<file path="src/hdl/vwt_pkg.sv">
// Types and constants of the vertex weld table: beat structs, command codes,
// register map and field widths. No dependencies.
package vwt_pkg;

    // Field widths fixed by the interface.
    localparam int COORD_W    = 16;
    localparam int COLOR_W    = 32;
    localparam int LIMIT_W    = 34;
    localparam int IDX_W      = 8;
    localparam int CNT_W      = 9;
    localparam int APB_DATA_W = 64;
    localparam int APB_ADDR_W = 4;

    // Pipeline depth of the distance unit.
    localparam int DIST_LATENCY = 3;

    // Command codes.
    typedef logic [1:0] t_cmd;
    localparam t_cmd CMD_APPEND = 2'd0;
    localparam t_cmd CMD_CLEAR  = 2'd1;
    localparam t_cmd CMD_READ   = 2'd2;
    localparam t_cmd CMD_NOP    = 2'd3;

    // Register index, taken from paddr bit 3 (registers are 8 bytes apart).
    localparam logic REG_WELD_LIMIT = 1'b0;
    localparam logic [LIMIT_W-1:0] WELD_LIMIT_RST = 34'd1;

    // Input beat.
    typedef struct packed {
        t_cmd                       cmd;
        logic signed [COORD_W-1:0]  x_coord;
        logic signed [COORD_W-1:0]  y_coord;
        logic [COLOR_W-1:0]         vertex_color;
        logic [IDX_W-1:0]           read_index;
    } t_in_beat;

    // Output beat.
    typedef struct packed {
        logic [IDX_W-1:0]           vertex_index;
        logic                       is_new;
        logic                       table_full;
        logic signed [COORD_W-1:0]  out_x;
        logic signed [COORD_W-1:0]  out_y;
        logic [COLOR_W-1:0]         out_color;
        logic [CNT_W-1:0]           entry_count;
    } t_out_beat;

    // One stored vertex.
    typedef struct packed {
        logic [COLOR_W-1:0]         color;
        logic signed [COORD_W-1:0]  y;
        logic signed [COORD_W-1:0]  x;
    } t_vertex;

    // Control of one ring cell.
    typedef struct packed {
        logic shift;
        logic load;
    } t_cell_ctl;

endpackage

</file>
<file path="src/hdl/vwt_dist.sv">
// Three-stage squared-distance compare of one stored vertex against the
// query point, with a tag that follows each beat. Depends on vwt_pkg.
module vwt_dist #(
    parameter int TAG_W = 8
) (
    input  logic                                i_clk,
    input  logic                                i_rst_n,
    input  logic                                i_valid,
    input  logic [TAG_W-1:0]                    i_tag,
    input  logic signed [vwt_pkg::COORD_W-1:0]  i_qx,
    input  logic signed [vwt_pkg::COORD_W-1:0]  i_qy,
    input  vwt_pkg::t_vertex                    i_vertex,
    input  logic [vwt_pkg::LIMIT_W-1:0]         i_limit,
    output logic                                o_hit,
    output logic [TAG_W-1:0]                    o_tag
);

    localparam int CW  = vwt_pkg::COORD_W;
    localparam int SQW = 2 * CW;

    logic [CW:0]     w_dx;
    logic [CW:0]     w_dy;
    logic [CW:0]     w_adx;
    logic [CW:0]     w_ady;
    logic [SQW-1:0]  w_sqx;
    logic [SQW-1:0]  w_sqy;
    logic [SQW:0]    w_sum;

    logic            r_v1;
    logic            r_v2;
    logic [TAG_W-1:0] r_tag1;
    logic [TAG_W-1:0] r_tag2;
    logic [CW-1:0]   r_ax;
    logic [CW-1:0]   r_ay;
    logic [SQW-1:0]  r_sqx;
    logic [SQW-1:0]  r_sqy;
    logic            r_hit;
    logic [TAG_W-1:0] r_tag3;

    // Stage one: sign-extended differences and their magnitudes.
    assign w_dx  = {i_vertex.x[CW-1], i_vertex.x} - {i_qx[CW-1], i_qx};
    assign w_dy  = {i_vertex.y[CW-1], i_vertex.y} - {i_qy[CW-1], i_qy};
    assign w_adx = w_dx[CW] ? (~w_dx + 1'b1) : w_dx;
    assign w_ady = w_dy[CW] ? (~w_dy + 1'b1) : w_dy;

    // Stage two: squares.
    assign w_sqx = r_ax * r_ax;
    assign w_sqy = r_ay * r_ay;

    // Stage three: sum and threshold compare.
    assign w_sum = {1'b0, r_sqx} + {1'b0, r_sqy};

    // Valid bits of the pipeline.
    always_ff @(posedge i_clk) begin
        if (!i_rst_n) begin
            r_v1  <= 1'b0;
            r_v2  <= 1'b0;
            r_hit <= 1'b0;
        end else begin
            r_v1  <= i_valid;
            r_v2  <= r_v1;
            r_hit <= r_v2 && ({1'b0, w_sum} < i_limit);
        end
    end

    // Payload of the pipeline.
    always_ff @(posedge i_clk) begin
        r_ax   <= w_adx[CW-1:0];
        r_ay   <= w_ady[CW-1:0];
        r_tag1 <= i_tag;
        r_sqx  <= w_sqx;
        r_sqy  <= w_sqy;
        r_tag2 <= r_tag1;
        r_tag3 <= r_tag2;
    end

    assign o_hit = r_hit;
    assign o_tag = r_tag3;

endmodule

</file>
<file path="config.mk">
export PLATFORM = sky130hd
export DESIGN_NAME = vwt_dist
export DESIGN_NICKNAME = d
export VERILOG_FILES = /design/src/hdl/vwt_pkg.sv /design/src/hdl/vwt_dist.sv
export SDC_FILE = /design/constraint.sdc
export NUM_CORES = 1
export LEC_CHECK = 0
export BUFFER_PORTS_ARGS = -buffer_cell sky130_fd_sc_hd__buf_2
export CELL_PAD_IN_SITES_DETAIL_PLACEMENT = 0
export CELL_PAD_IN_SITES_GLOBAL_PLACEMENT = 1
export CORE_MARGIN = 4
export CORE_UTILIZATION = 48
export DETAILED_ROUTE_END_ITERATION = 7
export PLACE_DENSITY = 0.82
export SYNTH_ARGS = -nofsm -noshare
export SYNTH_HDL_FRONTEND = slang
export SYNTH_SLANG_ARGS = --single-unit
</file>
<file path="constraint.sdc">
create_clock -name i_clk -period 12.19 [get_ports i_clk]
set_input_delay 2.438 -clock i_clk [delete_from_list [all_inputs] [get_ports i_clk]]
set_output_delay 2.438 -clock i_clk [all_outputs]
set_load 0.02 [all_outputs]
</file>
==> results of run 1 <==
==> synth_stat cells (11+ instances only) <==
library cell    n
clkbuf_1       42
o21bai_1       16
nand3_1        16
ha_1          298
a21o_1         44
and2_1         95
and3_1         11
xor2_1         33
inv_1         598
a21oi_1        92
nand2b_1       14
a31oi_1        15
nor2b_1        22
xnor2_1       113
dfxtp_1       121
nor3_1         29
fa_1          327
nand2_1       179
o21a_1         15
o21ai_0        38
nor2_1        126
==> registers in the layout, summed over array words and instances (netlist names) <==
| name | cells |
|---|---|
| o_hit | 1 |
| r_sqy | 31 |
| r_v2 | 1 |
| r_ax | 16 |
| r_ay | 16 |
| r_tag1 | 8 |
| r_v1 | 1 |
| o_tag | 8 |
| r_sqx | 31 |
| r_tag2 | 8 |
==> per-stage QoR <==
step / utilization, % / cells / hold slack, ns / setup slack [ns] / area, um2
floorplan: - / 2353 / 0.310 / 5.90 / 20800
global route: 52.6 / 3045 / 0.328 / 4.59 / 22600
detailed placement: 51.2 / 3013 / 0.312 / 5.18 / 22000
CTS: 52.6 / 3045 / 0.323 / 5.15 / 22600
global placement: 51.2 / 3013 / 0.310 / 5.23 / 22000
finish: 52.6 / 3045 / 0.323 / 5.17 / 22600
==> layer usage <==
metal	GRT usage [%]	wire length [um]
met3	2.87	1350
met2	32.7	20000
met4	5.33	639
met1	24.9	18900
met5	0	0
==> kinds of logic (layout without fill, tap and decap cells) <==
| kind of cell | after synthesis | after routing | synth area share [%] |
|---|---|---|---|
| DFF | 121 | 121 | 11.6 |
| and+or+nand+nor | 535 | 535 | 12.3 |
| AOI/OAI and AO/OA | 279 | 279 | 8.81 |
| xor gates and xnor gates | 146 | 146 | 6.14 |
| buffers and inverters | 642 | 749 | 11.6 |
| adders and majority gates | 625 | 625 | 49.3 |
| muxes | 5 | 5 | 0.264 |
==> worst paths after layout <==
kind | from | end | slack (ns) | cells after the start
worst min-delay path | r_tag2[7]$_DFF_P_ | o_tag[7]$_DFF_P_ | 0.32 | 0
worst min register to register | r_tag2[7]$_DFF_P_ | o_tag[7]$_DFF_P_ | 0.32 | 0
worst max-delay path | r_ay[1]$_DFF_P_ | r_sqy[30]$_DFF_P_ | 5.17 | 24
worst max register to register | r_ay[1]$_DFF_P_ | r_sqy[30]$_DFF_P_ | 5.17 | 24
==> final cells by class <==
| cell class | count | area, um2 |
|---|---|---|
| Fill cell | 4041 | 20400 |
| Multi-Input combinational cell | 1590 | 16000 |
| Sequential cell | 121 | 2420 |
| Inverter | 598 | 2240 |
| Tap cell | 585 | 732 |
| Timing Repair Buffer | 119 | 601 |
| Clock buffer | 25 | 505 |
| Clock inverter | 7 | 113 |
==> worst register-to-register path: cells and delay by family, from the launching register on <==
| family | cells | cell delay (ns) |
|---|---|---|
| compound gates | 7 | 1.69 |
| xor+xnor | 1 | 0.17 |
| fa+ha+maj | 7 | 3.42 |
| buf+inv | 6 | 0.30 |
| flops | 1 | 0.57 |
| simple gates | 3 | 0.80 |
==> metrics, run 1 <==
IO Port Bufs 117; vias in the first global route 16200; critical path class reg2reg; Avg Inst Size Synth 8.85 um2; CP Launch Type flip-flop; Vias per Instance 4.97; GRT Resource Usage Total 18.9%; clock skew approximately 0.0076 ns; Initial Utilization 48.5%; Critical Path RT roughly 13 ns; Yosys top cell area share 31.4%; Worst path max stage delay 0.57 ns; detailed-route wire length 40900 um; commonest non-fill, non-tap cells in the layout inv_1, fa_1, ha_1; CTS buffer count 17; post-detail-place hpwl 34700 um; drt pass-1 iters 5; final setup violation count 0; minimum clock period 7.02 ns; share of cells above drive strength 1 6.95%; number of cell rows between 70 and 80; synthesized instance count 2353; DR iter-0 viols 562; Fmax achieved 143 MHz; Ys Warns 0; CTS tree done; normalized max-slew margin 22.0%; CP max FO 20; initial antenna violation count 0; grt ovf 0; clk sinks about 120; Slew Viols, Final 0; fin nets 3213; Worst-path clk slew 0.05 ns; post-synth net total 3119; Synth Cell Area 20800 um2; count of cell types in the netlist just over 60; Ports 150; RSZ-0062 raised after global routing false; Final TNS setup 0 ns; async set-or-reset flop fraction in the synthesized netlist 0%; CP bufs+invs 6; worst skew pair latency 0.47 ns; first-pass GRT wire length 73000 um; number of cells upsized or downsized after cts 0; H-tree depth 4; Hold WC Path Type reg2reg; synth-to-layout area growth 8.57%; Post-CTS Setup Bufs 0; critical path's top delay family adder cells; n_diodes 0; via count about 15000; maximum number of pins on one net before global-route repair 21; Post-synth top flop dfxtp_1; WP data arrival 7.41 ns; max cap viols 0; die area about 47000 um2; Wirelength per Cell 13.4 um; post-route ant nets 0; CP cell instances and2_1 > fa_1 > inv_1 > fa_1 > inv_1 > fa_1 > inv_1 > fa_1 > inv_1 > fa_1 > inv_1 > fa_1 > inv_1 > ha_1 > a21oi_1 > o21ai_0 > or3_1 > a21oi_1 > nor2_1 > a221o_1 > a21o_1 > a21o_1 > a221oi_1 > xnor2_1; worst-margin pin slew ~1.1 ns; Max clock buf depth 2; Core ar. 43000 um2; critical path's slowest cell dfxtp_1; status completed; die width 216 um; area leader, netlist fa_1; die height 216 um; synth top area cells fa_1, ha_1, dfxtp_1; Hold Buf Count CTS 0; commonest non-fill, non-tap cell in the layout inv_1; CP endpoint kind flip-flop; residual DRC count 0; flops & latches, synth 121; Hold Fails Final Rpt 0; EDFF count, synth 0; GP Congestion roughly 0.85; CTS root buffer clkbuf_16; Seq/Total Area, Yosys 11.6%; period utilization a little under three fifths
Power of run 1 is not shown: default switching activity piles up to over one toggle a cycle in this logic, so the estimate is an artifact.
==> run 2: changes to the inputs <==
Settings changed: ABC_AREA set to 1, CORE_UTILIZATION 48 to 43, PLACE_DENSITY 0.82 to 0.8.
Clock period 12.19 ns to 6.2 ns, I/O delays scaled along.
==> metrics, run 2 <==
final setup violation count 0; Slew Viols, Final 0; IO Port Bufs 117; largest registers r_sqx x31, r_sqy x31; Synth Cell Area 22500 um2; vias in the first global route 19000; Critical Path RT between 6 and 7 ns; fraction of the mapped netlist area in adder cells 45.8%; Post-synth top cells inv_1, nand2_1, fa_1; number of cell rows 83; worst hold-check slack 0.325 ns; Ys Warns 0; Synth Area in XOR/XNOR 5.79%; Hold WC Path Type reg2reg; CTS buffer count 17; period utilization between 90 and 100%; worst skew pair latency 0.45 ns; largest family of logic cells by synthesized area adder cells; fin nets 3795; area leader, netlist fa_1; flops & latches, synth 121; CTS tree done; Hold Fails Final Rpt 0; grt ovf 0; residual DRC count 0; Ports 150; Vias per Instance about 4.8; H-tree depth 4; synthesized instance count 2922; share of cells above drive strength 1 7.43%; initial antenna violation count 0; Wirelength per Cell 13.6 um; Fmax achieved 170 MHz; die area between 50000 and 60000 um2; status completed; post-synth net total 3688; GP Congestion approximately 0.87; CP Launch Type flip-flop; critical path class reg2reg; commonest non-fill, non-tap cell in the layout inv_1; finished layout cell area 24500 um2; count of cell types in the netlist 43; commonest non-fill, non-tap cells in the layout inv_1, nand2_1, fa_1; Synth Area in Simple Gates between 15 and 20%; synth top area cells fa_1, ha_1, inv_1; synth-to-layout area growth 8.88%; CP max FO 16; die height 237 um; GRT Resource Usage Total 18.5%; via count 17900; first-pass GRT wire length 87000 um; max cap viols 0; number of cells upsized or downsized after cts 0; Max clock buf depth 2; maximum number of pins on one net before global-route repair 18; RSZ-0062 raised after global routing false; Yosys top cell area share 29.2%; Post-CTS Setup Bufs 0; Final TNS setup 0 ns; EDFF count, synth 0; DR iter-0 viols between 700 and 800; Final Worst Setup Slack 0.311 ns; detailed-route wire length 50400 um; die width ~240 um; Avg Inst Size Synth approximately 7.7 um2; clock skew 0.00771 ns; most used standard cell by instance count after synthesis inv_1; CTS root buffer clkbuf_16; worst-margin pin slew 0.829 ns; Seq/Total Area, Yosys 10.8%; normalized max-slew margin 44.2%; Post-synth top flop dfxtp_1; worst slack at placement 0.286 ns; post-synthesis mux area share 0%; post-route ant nets 0; Hold Buf Count CTS 0; async set-or-reset flop fraction in the synthesized netlist 0%; n_diodes 0; WP data arrival 6.26 ns; post-detail-place hpwl between 40000 and 50000 um; Initial Utilization 43.6%; minimum clock period 5.89 ns; Post-Place Cell Area 23900 um2; drt pass-1 iters 5; Compound-Gate Fraction of Synth Area 6.93%; clk sinks 121; Worst-path clk slew 0.06 ns; CP endpoint kind flip-flop; Core ar. 51500 um2
[run 2: changes by cell type in the layout (fill, tap and decap cells not counted), sizes merged, moves of 37 or more]
cell | previous run | this run
a21o | 44 | 7
and2 | 97 | 2
inv | 598 | 810
nand2 | 179 | 596
xnor2 | 113 | 48
a21oi | 93 | 155
xor2 | 33 | 94
nand3 | 16 | 81
[run 2: path summary, 6_finish.rpt]
check             slack, ns                 to  cells after the start               from
setup / recovery       0.31  r_sqx[28]$_DFF_P_                     18    r_ax[5]$_DFF_P_
hold / removal         0.32  r_tag2[0]$_DFF_P_                      0  r_tag1[0]$_DFF_P_
setup reg to reg       0.31  r_sqx[28]$_DFF_P_                     18    r_ax[5]$_DFF_P_
hold reg to reg        0.32  r_tag2[0]$_DFF_P_                      0  r_tag1[0]$_DFF_P_
[run 2: metrics by stage]
stage	instances	utilization (%)
after floorplan	2922	-
after global placement	3690	46.4
after detailed placement	3690	46.4
after CTS	3721	47.4
after global routing	3721	47.5
final	3721	47.5
[run 2: routing by layer]
layer / GRT usage [%] / share of wire [%] / vias to the layer above / wire (um)
met4: 4.42 / 1.7 / 0 / 859
met2: 32.2 / 48 / 281 / 24200
met5: 0 / 0 / - / 0
met3: 2.26 / 3.1 / 52 / 1580
li1: - / - / 8959 / -
met1: 24.8 / 47 / 8582 / 23800
[run 2: critical path: stages, from the launching register on]
cell and delay (ns):
dfxtp_1 0.82, nand2_1 0.24, fa_1 0.56, inv_1 0.05
fa_1 0.53, fa_1 0.46, fa_1 0.47, fa_1 0.51
inv_1 0.05, fa_1 0.48, inv_1 0.04, ha_1 0.40
nand2_1 0.13, nor3_1 0.31, nand4_1 0.16, nand3_1 0.25
nand2_1 0.09, nand3b_1 0.10, xor2_1 0.15
[run 2: kinds of logic after synthesis]
family / Yosys count
xor gates and xnor gates: 142
DFF: 121
adders and majority gates: 625
and+or+nand+nor: 883
buffers and inverters: 869
AOI/OAI and AO/OA: 282
[run 2: final cells by class]
class                   count  area (um2)
repair buffers            149         826
fillers                  5214       27100
clock buffers              17         425
clock inverters            14         126
inverters                 808        3030
flip-flops and latches    121        2430
multi-input cells        1932       16800
well taps                 680         851
Power of run 2 is left out for the same reason.
==> run 3: changes to the inputs <==
Settings changed: ABC_AREA 1 to unset, CORE_UTILIZATION 43 to 44, PLACE_DENSITY 0.8 to 0.79.
==> metrics, run 3 (synthesis results as in run 1) <==
clk sinks 121; CP max FO 3; IO Port Bufs 117; worst skew pair latency 0.47 ns; synth-to-layout area growth 17.7%; Hold WC Path Type reg2reg; Initial Utilization 44.6%; Filler Cell Count between 4000 and 5000; Core ar. about 47000 um2; n_diodes 0; Slew Viols, Final 0; post-route ant nets 0; normalized max-slew margin 12.4%; critical path's slowest cell fa_1; Critical Path RT about 6.6 ns; commonest non-fill, non-tap cell in the layout inv_1; maximum number of pins on one net before global-route repair 19; CTS root buffer clkbuf_16; critical path class reg2reg; status completed; crit-path most repeated cell fa_1; Fmax achieved 163 MHz; final setup violation count 0; die area between 50000 and 60000 um2; worst slack at placement -0.264 ns; number of cell rows around 80; Vias per Instance 4.87; Final Worst Setup Slack 0.0650 ns; CTS buffer count 17; fin nets 3402; largest registers r_sqx x31, r_sqy x31; post-detail-place hpwl ~37000 um; commonest non-fill, non-tap cells in the layout inv_1, fa_1, ha_1; DR iter-0 viols 650; grt ovf 0; RSZ-0062 raised after global routing true; detailed-route wire length 42300 um; H-tree depth 4; first-pass GRT wire length between 70000 and 80000 um; Worst-path clk slew approximately 0.060 ns; CP bufs+invs 7; share of cells above drive strength 1 16.9%; residual DRC count 0; CP Launch Type flip-flop; via count 15900; minimum clock period 6.14 ns; clock skew 0.00820 ns; Worst path max stage delay 0.54 ns; Ports 150; Hold Fails Final Rpt 0; worst-margin pin slew between 1 and 1.5 ns; max cap viols 0; GP Congestion 0.855; vias in the first global route between 15000 and 20000; Wirelength per Cell around 13 um; CP endpoint kind flip-flop; die width roughly 230 um; initial antenna violation count 0; critical path's top delay family adder cells; period utilization 99.0%; CTS tree done; die height 226 um; GRT Resource Usage Total 17.4%; Max clock buf depth 2; WP data arrival between 6 and 7 ns; drt pass-1 iters 5
## run 3: cell types whose count changed in the layout (fill, tap and decap cells not counted), moves of 68 or more
| cell | previous run | this run |
|---|---|---|
| inv_1 | 808 | 592 |
| xnor2_1 | 45 | 113 |
| buf_4 | 32 | 182 |
| nand2_1 | 582 | 173 |
| a21oi_1 | 154 | 79 |
| and2_1 | 2 | 87 |
## run 3: layout make-up
type	count	area (um2)	share of cell area, %
Clock inverter	14	196	0.801
Sequential cell	121	2470	10.1
Multi-Input combinational cell	1590	16300	66.5
Clock buffer	18	439	1.79
Inverter	598	2250	9.17
Timing Repair Buffer	308	2090	8.51
Tap cell	607	759	3.10
## run 3: worst paths after layout
path                      from                 to  slack (ns)  cells past startpoint
max           r_ay[10]$_DFF_P_  r_sqy[28]$_DFF_P_        0.06                     25
min          r_tag2[6]$_DFF_P_   o_tag[6]$_DFF_P_        0.32                      0
min reg2reg  r_tag2[6]$_DFF_P_   o_tag[6]$_DFF_P_        0.32                      0
max reg2reg   r_ay[10]$_DFF_P_  r_sqy[28]$_DFF_P_        0.06                     25
## run 3: worst reg2reg max path: stages (launching register included)
cell and delay, ns:
dfxtp_2 0.32, and2_4 0.16, fa_1 0.54, inv_2 0.04, fa_1 0.51, inv_2 0.04, fa_1 0.49, inv_1 0.05
fa_1 0.47, inv_1 0.05, fa_1 0.48, inv_2 0.04, fa_1 0.52, inv_2 0.05, ha_4 0.24, a21oi_2 0.14
o21ai_2 0.07, or3_1 0.36, a21oi_2 0.18, nor2_2 0.07, a221o_1 0.36, a21o_1 0.23, buf_4 0.14, a211o_1 0.26
a21oi_2 0.14, xnor2_1 0.12
## run 3: metal layers
metal | track usage (%) | part of all wire, % | routed length (um) | up-vias
met5 | 0 | 0 | 0 | -
met4 | 4.90 | 1.6 | 688 | 0
met3 | 2.68 | 2.7 | 1130 | 49
met2 | 29.6 | 50 | 21000 | 189
met1 | 23.2 | 46 | 19500 | 7793
li1 | - | - | - | 7840
## run 3: what timing repair did
item                                    CTS  global route
pin swaps                                 5            59
hold buffers                              0             0
buffers inserted                          4            19
endpoints found under the setup margin   12            19
gates resized for setup                  23            93
## run 3: metrics by stage
stage | hold slack [ns] | util [%] | instances | TNS (ns) | cell area, um2
finish | 0.324 | 52.5 | 3256 | 0 | 24500
global route | 0.331 | 52.5 | 3256 | -0.563 | 24500
CTS | 0.326 | 51.5 | 3237 | 0 | 24000
detailed placement | 0.313 | 49.9 | 3201 | -1.56 | 23300
global placement | 0.310 | 49.9 | 3201 | -0.634 | 23300
floorplan | 0.310 | - | 2353 | 0 | 20800
Power of run 3 is left out for the same reason.
